### src/rtl/core/annexb_pkg.sv
// Shared types, constants and NAL header helpers for the Annex-B access unit splitter.
// Used by annexb_front, annexb_fifo and annexb_access_unit_splitter; no dependencies.
`default_nettype none

package annexb_pkg;

	// byte positions saturate at 2^OFFSET_BITS - 1
	localparam int OFFSET_BITS = 32;
	localparam int STEP_BITS   = 20;
	localparam int TS_BITS     = 64;
	localparam int FIELD_BITS  = 32;

	// result queue; depth must be a power of two
	localparam int FIFO_DEPTH = 4;
	localparam int FIFO_AW    = $clog2(FIFO_DEPTH);
	localparam int FIFO_CW    = $clog2(FIFO_DEPTH + 1);

	typedef logic [OFFSET_BITS-1:0] pos_t;
	localparam pos_t POS_MAX = '1;

	// configuration register indexes
	localparam logic CFG_CODEC    = 1'b0;
	localparam logic CFG_PTS_STEP = 1'b1;

	localparam logic [STEP_BITS-1:0] PTS_STEP_RESET = 20'd33333;

	localparam logic [7:0] BYTE_ONE = 8'h01;
	localparam logic [7:0] BYTE_ZERO = 8'h00;

	typedef struct packed {
		logic [FIELD_BITS-1:0] offset;
		logic [FIELD_BITS-1:0] size;
		logic                  key;
		logic [TS_BITS-1:0]    ts;
		logic                  fin;
	} res_t;

	typedef struct packed {
		logic [1:0] cnt;
		res_t       r0;
		res_t       r1;
	} push_t;

	function automatic logic hdr_vcl(logic h265, logic [7:0] h);
		logic [4:0] t4;
		t4 = h[4:0];
		if (h265) begin
			return (h[6] == 1'b0);  // type 0..31
		end
		return t4 inside {[5'd1:5'd5]};
	endfunction

	function automatic logic hdr_key(logic h265, logic [7:0] h);
		logic [5:0] t5;
		t5 = h[6:1];
		if (h265) begin
			return t5 inside {[6'd16:6'd23]};
		end
		return (h[4:0] == 5'd5);
	endfunction

	function automatic pos_t sat_inc(pos_t v);
		return (v == POS_MAX) ? v : v + pos_t'(1);
	endfunction

	function automatic pos_t sub_floor(pos_t a, pos_t b);
		return (a >= b) ? a - b : '0;
	endfunction

	function automatic logic [FIELD_BITS-1:0] to_field(pos_t p);
		logic [63:0] w;
		w = 64'(p);
		return w[FIELD_BITS-1:0];
	endfunction

endpackage

`default_nettype wire

### src/rtl/core/annexb_front.sv
// Front end: start code detection, NAL judging and access unit bookkeeping, one byte a cycle
// while room2 holds. Pushes zero to two results per byte to the queue. Depends on annexb_pkg.
`default_nettype none

module annexb_front (
	input  wire                                clk,
	input  wire                                arst_n,
	input  wire                                cfg_valid,
	input  wire                                cfg_index,
	input  wire [annexb_pkg::STEP_BITS-1:0]    cfg_data,
	input  wire                                in_valid,
	output logic                               in_ready,
	input  wire [7:0]                          in_byte,
	input  wire                                in_eos,
	input  wire                                room2,
	output annexb_pkg::push_t                  push
);

	logic                             codec_q;
	logic [annexb_pkg::STEP_BITS-1:0] step_q;

	logic [1:0]                     zr_q;
	annexb_pkg::pos_t               pos_q;
	logic                           open_q;
	annexb_pkg::pos_t               coff_q;
	annexb_pkg::pos_t               dstart_q;
	logic [7:0]                     hdr_q;
	annexb_pkg::pos_t               ustart_q;
	logic                           has_vcl_q;
	logic                           is_key_q;
	logic [annexb_pkg::TS_BITS-1:0] pts_q;

	logic                           acc;
	logic [7:0]                     hdr;
	logic                           is_code;
	annexb_pkg::pos_t               back;
	annexb_pkg::pos_t               code;
	annexb_pkg::pos_t               pos_inc;
	annexb_pkg::pos_t               end_pos;
	logic                           vcl;
	logic                           key;
	logic                           emit;
	logic                           flush;
	logic                           has_vcl1;
	logic                           is_key1;
	annexb_pkg::pos_t               ustart1;
	logic [annexb_pkg::TS_BITS-1:0] pts1;
	annexb_pkg::res_t               r_close;
	annexb_pkg::res_t               r_flush;

	assign in_ready = room2;
	assign acc      = in_valid && in_ready;

	always_comb begin
		hdr     = (open_q && pos_q == dstart_q) ? in_byte : hdr_q;
		is_code = (in_byte == annexb_pkg::BYTE_ONE) && (zr_q >= 2'd2)
			&& (zr_q == 2'd3 || !in_eos);
		back    = (zr_q == 2'd3) ? annexb_pkg::pos_t'(3) : annexb_pkg::pos_t'(2);
		code    = annexb_pkg::sub_floor(pos_q, back);
		pos_inc = annexb_pkg::sat_inc(pos_q);
		// a NAL ends either at a new start code or at the final byte
		end_pos = is_code ? code : pos_inc;
		vcl     = open_q && (is_code || in_eos) && (end_pos > dstart_q)
			&& annexb_pkg::hdr_vcl(codec_q, hdr);
		key     = annexb_pkg::hdr_key(codec_q, hdr);
		emit    = vcl && has_vcl_q;

		has_vcl1 = has_vcl_q | vcl;
		is_key1  = emit ? key : (is_key_q | (vcl & key));
		ustart1  = emit ? coff_q : ustart_q;
		if (is_code && !open_q) begin
			ustart1 = code;
		end
		pts1  = emit ? pts_q + annexb_pkg::TS_BITS'(step_q) : pts_q;
		flush = in_eos && has_vcl1;

		r_close.offset = annexb_pkg::to_field(ustart_q);
		r_close.size   = annexb_pkg::to_field(annexb_pkg::sub_floor(coff_q, ustart_q));
		r_close.key    = is_key_q;
		r_close.ts     = pts_q;
		r_close.fin    = 1'b0;

		r_flush.offset = annexb_pkg::to_field(ustart1);
		r_flush.size   = annexb_pkg::to_field(annexb_pkg::sub_floor(pos_inc, ustart1));
		r_flush.key    = is_key1;
		r_flush.ts     = pts1;
		r_flush.fin    = 1'b1;

		push.cnt = acc ? (2'(emit) + 2'(flush)) : 2'd0;
		push.r0  = emit ? r_close : r_flush;
		push.r1  = r_flush;
	end

	always_ff @(posedge clk or negedge arst_n) begin
		if (!arst_n) begin
			codec_q <= 1'b0;
			step_q  <= annexb_pkg::PTS_STEP_RESET;
		end else if (cfg_valid) begin
			case (cfg_index)
				annexb_pkg::CFG_CODEC:    codec_q <= cfg_data[0];
				annexb_pkg::CFG_PTS_STEP: step_q  <= cfg_data;
				default: ;
			endcase
		end
	end

	always_ff @(posedge clk or negedge arst_n) begin
		if (!arst_n) begin
			zr_q      <= 2'd0;
			pos_q     <= '0;
			open_q    <= 1'b0;
			coff_q    <= '0;
			dstart_q  <= '0;
			hdr_q     <= '0;
			ustart_q  <= '0;
			has_vcl_q <= 1'b0;
			is_key_q  <= 1'b0;
			pts_q     <= '0;
		end else if (acc) begin
			if (in_eos) begin
				// stream ends: back to the reset picture, configuration registers keep their values
				zr_q      <= 2'd0;
				pos_q     <= '0;
				open_q    <= 1'b0;
				coff_q    <= '0;
				dstart_q  <= '0;
				hdr_q     <= '0;
				ustart_q  <= '0;
				has_vcl_q <= 1'b0;
				is_key_q  <= 1'b0;
				pts_q     <= '0;
			end else begin
				pos_q     <= pos_inc;
				hdr_q     <= hdr;
				zr_q      <= (in_byte != annexb_pkg::BYTE_ZERO) ? 2'd0
					: (zr_q == 2'd3) ? 2'd3 : zr_q + 2'd1;
				has_vcl_q <= has_vcl1;
				is_key_q  <= is_key1;
				ustart_q  <= ustart1;
				pts_q     <= pts1;
				if (is_code) begin
					open_q   <= 1'b1;
					coff_q   <= code;
					dstart_q <= pos_inc;
				end
			end
		end
	end

`ifndef ASSERT_OFF
	a_eos_restart: assert property (@(posedge clk) disable iff (!arst_n)
		acc && in_eos |=> pos_q == '0 && !open_q && pts_q == '0)
		else $error("stream state not cleared after final byte");
	a_two_results: assert property (@(posedge clk) disable iff (!arst_n)
		push.cnt == 2'd2 |-> push.r1.fin && !push.r0.fin && in_eos)
		else $error("second result of a byte must be the final flush");
	a_nal_order: assert property (@(posedge clk) disable iff (!arst_n)
		open_q |-> dstart_q > coff_q)
		else $error("NAL payload start not after its start code");
`endif

endmodule

`default_nettype wire

### src/rtl/core/annexb_fifo.sv
// Result queue between the front end and the output channel; takes up to two items a cycle.
// Head entry drives the output channel directly. Depends on annexb_pkg.
`default_nettype none

module annexb_fifo (
	input  wire                clk,
	input  wire                arst_n,
	input  annexb_pkg::push_t  push,
	output logic               room2,
	output logic               out_valid,
	input  wire                out_ready,
	output annexb_pkg::res_t   out_res
);

	annexb_pkg::res_t                 mem_q [annexb_pkg::FIFO_DEPTH];
	logic [annexb_pkg::FIFO_AW-1:0]   wr_q;
	logic [annexb_pkg::FIFO_AW-1:0]   rd_q;
	logic [annexb_pkg::FIFO_CW-1:0]   count_q;
	logic                             pop;
	logic [annexb_pkg::FIFO_AW-1:0]   wr_next;

	assign out_valid = (count_q != '0);
	assign out_res   = mem_q[rd_q];
	assign pop       = out_valid && out_ready;
	assign room2     = (count_q <= annexb_pkg::FIFO_CW'(annexb_pkg::FIFO_DEPTH - 2));
	assign wr_next   = wr_q + annexb_pkg::FIFO_AW'(1);

	always_ff @(posedge clk) begin
		if (push.cnt != 2'd0) begin
			mem_q[wr_q] <= push.r0;
		end
		if (push.cnt == 2'd2) begin
			mem_q[wr_next] <= push.r1;
		end
	end

	always_ff @(posedge clk or negedge arst_n) begin
		if (!arst_n) begin
			wr_q    <= '0;
			rd_q    <= '0;
			count_q <= '0;
		end else begin
			wr_q    <= wr_q + annexb_pkg::FIFO_AW'(push.cnt);
			rd_q    <= rd_q + annexb_pkg::FIFO_AW'(pop);
			count_q <= count_q + annexb_pkg::FIFO_CW'(push.cnt)
				- annexb_pkg::FIFO_CW'(pop);
		end
	end

`ifndef ASSERT_OFF
	a_no_overflow: assert property (@(posedge clk) disable iff (!arst_n)
		push.cnt != 2'd0 |-> room2)
		else $error("push into result queue without room for two items");
	a_count_range: assert property (@(posedge clk) disable iff (!arst_n)
		count_q <= annexb_pkg::FIFO_CW'(annexb_pkg::FIFO_DEPTH))
		else $error("result queue count out of range");
`endif

endmodule

`default_nettype wire

### src/rtl/core/annexb_access_unit_splitter.sv
// Annex-B access unit splitter: a byte stream in, one item per access unit out.
// Top level; instantiates annexb_front and annexb_fifo, uses annexb_pkg.
//
// s_axis carries one stream byte per item; tlast marks the final byte of a stream.
// m_axis carries one item per access unit: offset and size of the unit, its
// timestamp, a key flag in tuser, and tlast on the end-of-stream flush item.
// cfg takes register writes (index 0: codec select, 1: timestamp step in us);
// cfg_ready is always high, and writes belong between streams.
// Throughput: one byte per cycle while s_axis_tready is high. Each byte closes
// at most one unit and, if final, flushes the last one: zero to two items.
// Latency: an item caused by a byte is on m_axis the cycle after that byte is
// taken when no earlier item waits; otherwise it queues behind those items.
// Items wait in a four-entry queue; s_axis_tready drops while fewer than two
// entries are free, so a stalled receiver stops input once three or four items
// wait, and nothing is lost.
// Reset clears all stream state and the queue at once and restores the register
// defaults (H.264, 33333 us); no clearing pass follows. A final byte returns the
// stream state to reset, and the next byte starts at offset 0 and timestamp 0.
`default_nettype none

module annexb_access_unit_splitter (
	input  wire                                clk,
	input  wire                                arst_n,
	input  wire                                s_axis_tvalid,
	output logic                               s_axis_tready,
	input  wire [7:0]                          s_axis_tdata,   // [7:0] data_byte
	input  wire                                s_axis_tlast,   // end_of_stream
	output logic                               m_axis_tvalid,
	input  wire                                m_axis_tready,
	// [31:0] unit_offset, [63:32] unit_size, [127:64] timestamp_us
	output logic [127:0]                       m_axis_tdata,
	output logic                               m_axis_tuser,   // [0] key_unit
	output logic                               m_axis_tlast,   // final_unit
	input  wire                                cfg_valid,
	output logic                               cfg_ready,
	input  wire                                cfg_index,
	input  wire [annexb_pkg::STEP_BITS-1:0]    cfg_data
);

	annexb_pkg::push_t push;
	annexb_pkg::res_t  head;
	logic              room2;

	assign cfg_ready = 1'b1;

	annexb_front u_front (
		.clk       (clk),
		.arst_n    (arst_n),
		.cfg_valid (cfg_valid),
		.cfg_index (cfg_index),
		.cfg_data  (cfg_data),
		.in_valid  (s_axis_tvalid),
		.in_ready  (s_axis_tready),
		.in_byte   (s_axis_tdata),
		.in_eos    (s_axis_tlast),
		.room2     (room2),
		.push      (push)
	);

	annexb_fifo u_fifo (
		.clk       (clk),
		.arst_n    (arst_n),
		.push      (push),
		.room2     (room2),
		.out_valid (m_axis_tvalid),
		.out_ready (m_axis_tready),
		.out_res   (head)
	);

	assign m_axis_tdata = {head.ts, head.size, head.offset};
	assign m_axis_tuser = head.key;
	assign m_axis_tlast = head.fin;

endmodule

`default_nettype wire

### config.mk
export PLATFORM = sky130hd
export DESIGN_NAME = annexb_access_unit_splitter
export DESIGN_NICKNAME = d
export VERILOG_FILES = /design/src/rtl/core/annexb_pkg.sv /design/src/rtl/core/annexb_front.sv /design/src/rtl/core/annexb_fifo.sv /design/src/rtl/core/annexb_access_unit_splitter.sv
export SDC_FILE = /design/constraint.sdc
export NUM_CORES = 2
export LEC_CHECK = 0
export BUFFER_PORTS_ARGS = -buffer_cell sky130_fd_sc_hd__buf_2
export CORE_MARGIN = 5
export CORE_UTILIZATION = 46
export DETAILED_ROUTE_END_ITERATION = 10
export GPL_TIMING_DRIVEN = 0
export SLEW_MARGIN = 20
export SYNTH_ARGS = -nofsm -noshare
export SYNTH_HDL_FRONTEND = slang
export SYNTH_HIERARCHICAL = 1
export SYNTH_SLANG_ARGS = --single-unit
### constraint.sdc
create_clock -name clk -period 19.23 [get_ports clk]
set_clock_uncertainty 0.15 [all_clocks]
set_input_delay 1.923 -clock clk [delete_from_list [all_inputs] [get_ports clk]]
set_output_delay 1.923 -clock clk [all_outputs]
set_load 0.01 [all_outputs]
==> run metrics <==
commonest non-fill, non-tap cells in the layout 520 x edfxtp_1, 356 x mux2_2, 300 x nand2_1; DRC viols 0; Worst Tran Pin Value 1240 ps; largest family of logic cells by synthesized area multiplexers; DP Wirelength 104000 um; Max clock buf depth 3; overall routing resource usage 26.1%; chip height 325 um; vias in the first global route 32400; Post-synth EDFFs 520; post-synth top area share 34.2%; TritonRoute pass-1 iters 5; Critical Path RT 19480 ps; status complete, no violations; CTS clk-pin slew, worst paths 60 ps; Post-Syn Instances 3850; Starting Density 46.4%; Yosys reg bits 752; final RePlAce weighted congestion 0.983; area of the mapped netlist 45600 um^2; fmax 0.0737 GHz; CP max stage delay 940 ps; non-filler cells, final 5501; pre-CTS setup slack 5700 ps; multiplexer share of the synthesized area 21.4%; drt via density 5.94; Critical Path AT 13810 ps; Final min period 13560 ps; slowest CP cell o21ai_0; Async S/R FF share, synth 30.9%; io pins 168; Compound-Gate Fraction of Synth Area 9.99%; CTS Buf Count 85; postcts setup bufs 0; largest net degree at the start of global routing 79; GR Overflow Total 0; layout cells sized above 1 25.0%; CTS root buf clkbuf_16; Area after DPL 49000 um^2; syn_nets 4011; design area 52000 um^2; via count 32700; Peak VDD IR 0.0942 mV; Fin. Hold Viols 0; simple-gate portion of the synthesized area 9.07%; Crit Path Class reg2reg; class of the worst hold path reg2reg; first-pass GRT wire length 211000 um; final core occ 52.8%; Nets 4298; CP endpoint kind register; num rows 115; Synth warnings 6; Adder-Cell Fraction of Synth Area 3.52%; IO Port Bufs 165; synth-to-layout area growth 14.0%; WL final 141000 um; max-slew violations 0; CTS Sinks 752; Synth area leader edfxtp_1; DRT antenna net count 0; Post-CTS Resized 0; RSZ-0062 raised after global routing false; FILL cells 8596; fraction of synthesized cell area in xor and xnor cells 3.86%; Wirelength per Cell 25.6 um; DR iter-0 viols 3188; Pwr Total 6.52 mW; synth unique cells 93; Post-synth top flop edfxtp_1; DIE AREA 106000 um^2; Slew HR 17.5%; Seq/Total Area, Yosys 47.0%; TritonCTS clock tree yes; CTS Hold Buffers Added 0; antenna violations before repair 10; Skew-Pair Late Insertion Delay 670 ps; CP startpoint kind register; setup violators final 0; Core ar. 98400 um^2; PwrDens 125 nW/um^2; setup ws final 5670 ps; max-cap violations 0; syn avg cell area 11.9 um^2; most common cell after layout, fill and taps aside edfxtp_1; Tcrit/Tclk final 70.5%; Placed Instances 5337; crit path max fanout 10; die width 325 um; H-Tree Depth 3; largest cells by area after synthesis edfxtp_1 34%, dfrtp_1 12%, mux2_2 8.8%; LEAKAGE 20.9 nW
[cells in the mapped netlist, drive strengths merged (111+ instances only)]
master,count
clkbuf,216
o21ai,193
edfxtp,520
buf,111
a21oi,155
inv,177
mux4,131
ha,122
xnor2,116
nor2,199
mux2,545
dfrtp,226
nand2,300
[critical path: cells and delay by family, from the launching register on]
kind / cells / cell delay, ps
and+or+nand+nor: 11 / 4050
muxes: 1 / 380
DFF: 1 / 400
buffers and inverters: 10 / 3410
AOI/OAI and AO/OA: 15 / 3860
adders and majority gates: 4 / 990
[logic make-up (layout without fill, tap and decap cells)]
kind of cell	count (synthesis)	count (layout)
buf+inv	504	863
mux	709	709
fa+ha+maj	126	126
simple gates	863	863
other cells	2	7
xor+xnor	200	200
flops	752	752
compound gates	694	694
[registers in the layout, indices dropped and copies added, names as in the netlist, 3 cells and up]
| signal | flops |
|---|---|
| u_fifo/count_q | 3 |
| u_front/coff_q | 32 |
| u_front/ustart_q | 32 |
| u_front/dstart_q | 32 |
| u_front/hdr_q | 7 |
| u_front/pos_q | 32 |
| u_fifo/mem_q | 520 |
| u_front/step_q | 20 |
| u_front/pts_q | 64 |
[layout make-up]
type	instances	area [um^2]	share of cell area, %
flip-flops and latches	752	21400	41.2
diodes	5	12.5	0.0241
repair buffers	200	1720	3.31
inverters	177	664	1.28
multi-input cells	2594	21900	42.1
clock buffers	105	2320	4.45
clock inverters	54	667	1.28
plain buffers	327	1720	3.30
well taps	1287	1610	3.10
[per-layer routing]
metal / up-vias / track usage [%] / wire length (um)
li1: 14900 / - / -
met1: 16400 / 37.3 / 62400
met2: 1221 / 41.4 / 64400
met3: 209 / 3.75 / 9580
met4: 2 / 8.33 / 4620
met5: - / 0 / 13
[stage by stage]
step | setup TNS (ps) | hold WS [ps]
after CTS | 0 | 338
after global placement | -2676490 | 311
after global routing | 0 | 382
final | 0 | 340
after detailed placement | 0 | 325
after floorplan | 0 | 299
[report_power, final]
part | internal (mW) | switching, mW
registers | 1.91 | 0.0310
logic | 1.17 | 1.68
clock network | 1.03 | 0.704
[path summary, 6_finish.rpt]
path | endpoint | start | slack (ps) | cells past startpoint
worst max-delay path | u_fifo/mem_q[1][84] | u_front/zr_q[1] | 5670 | 41
worst min-delay path | u_front/dstart_q[20] | u_front/dstart_q[20] | 340 | 2
worst max register to register | u_fifo/mem_q[1][84] | u_front/zr_q[1] | 5670 | 41
worst min register to register | u_front/dstart_q[20] | u_front/dstart_q[20] | 340 | 2
max in group asynchronous | u_front/ustart_q[9] | arst_n | 16550 | 4
min in group asynchronous | u_front/step_q[6] | arst_n | 960 | 1
Power figures use the tool's default switching activity.
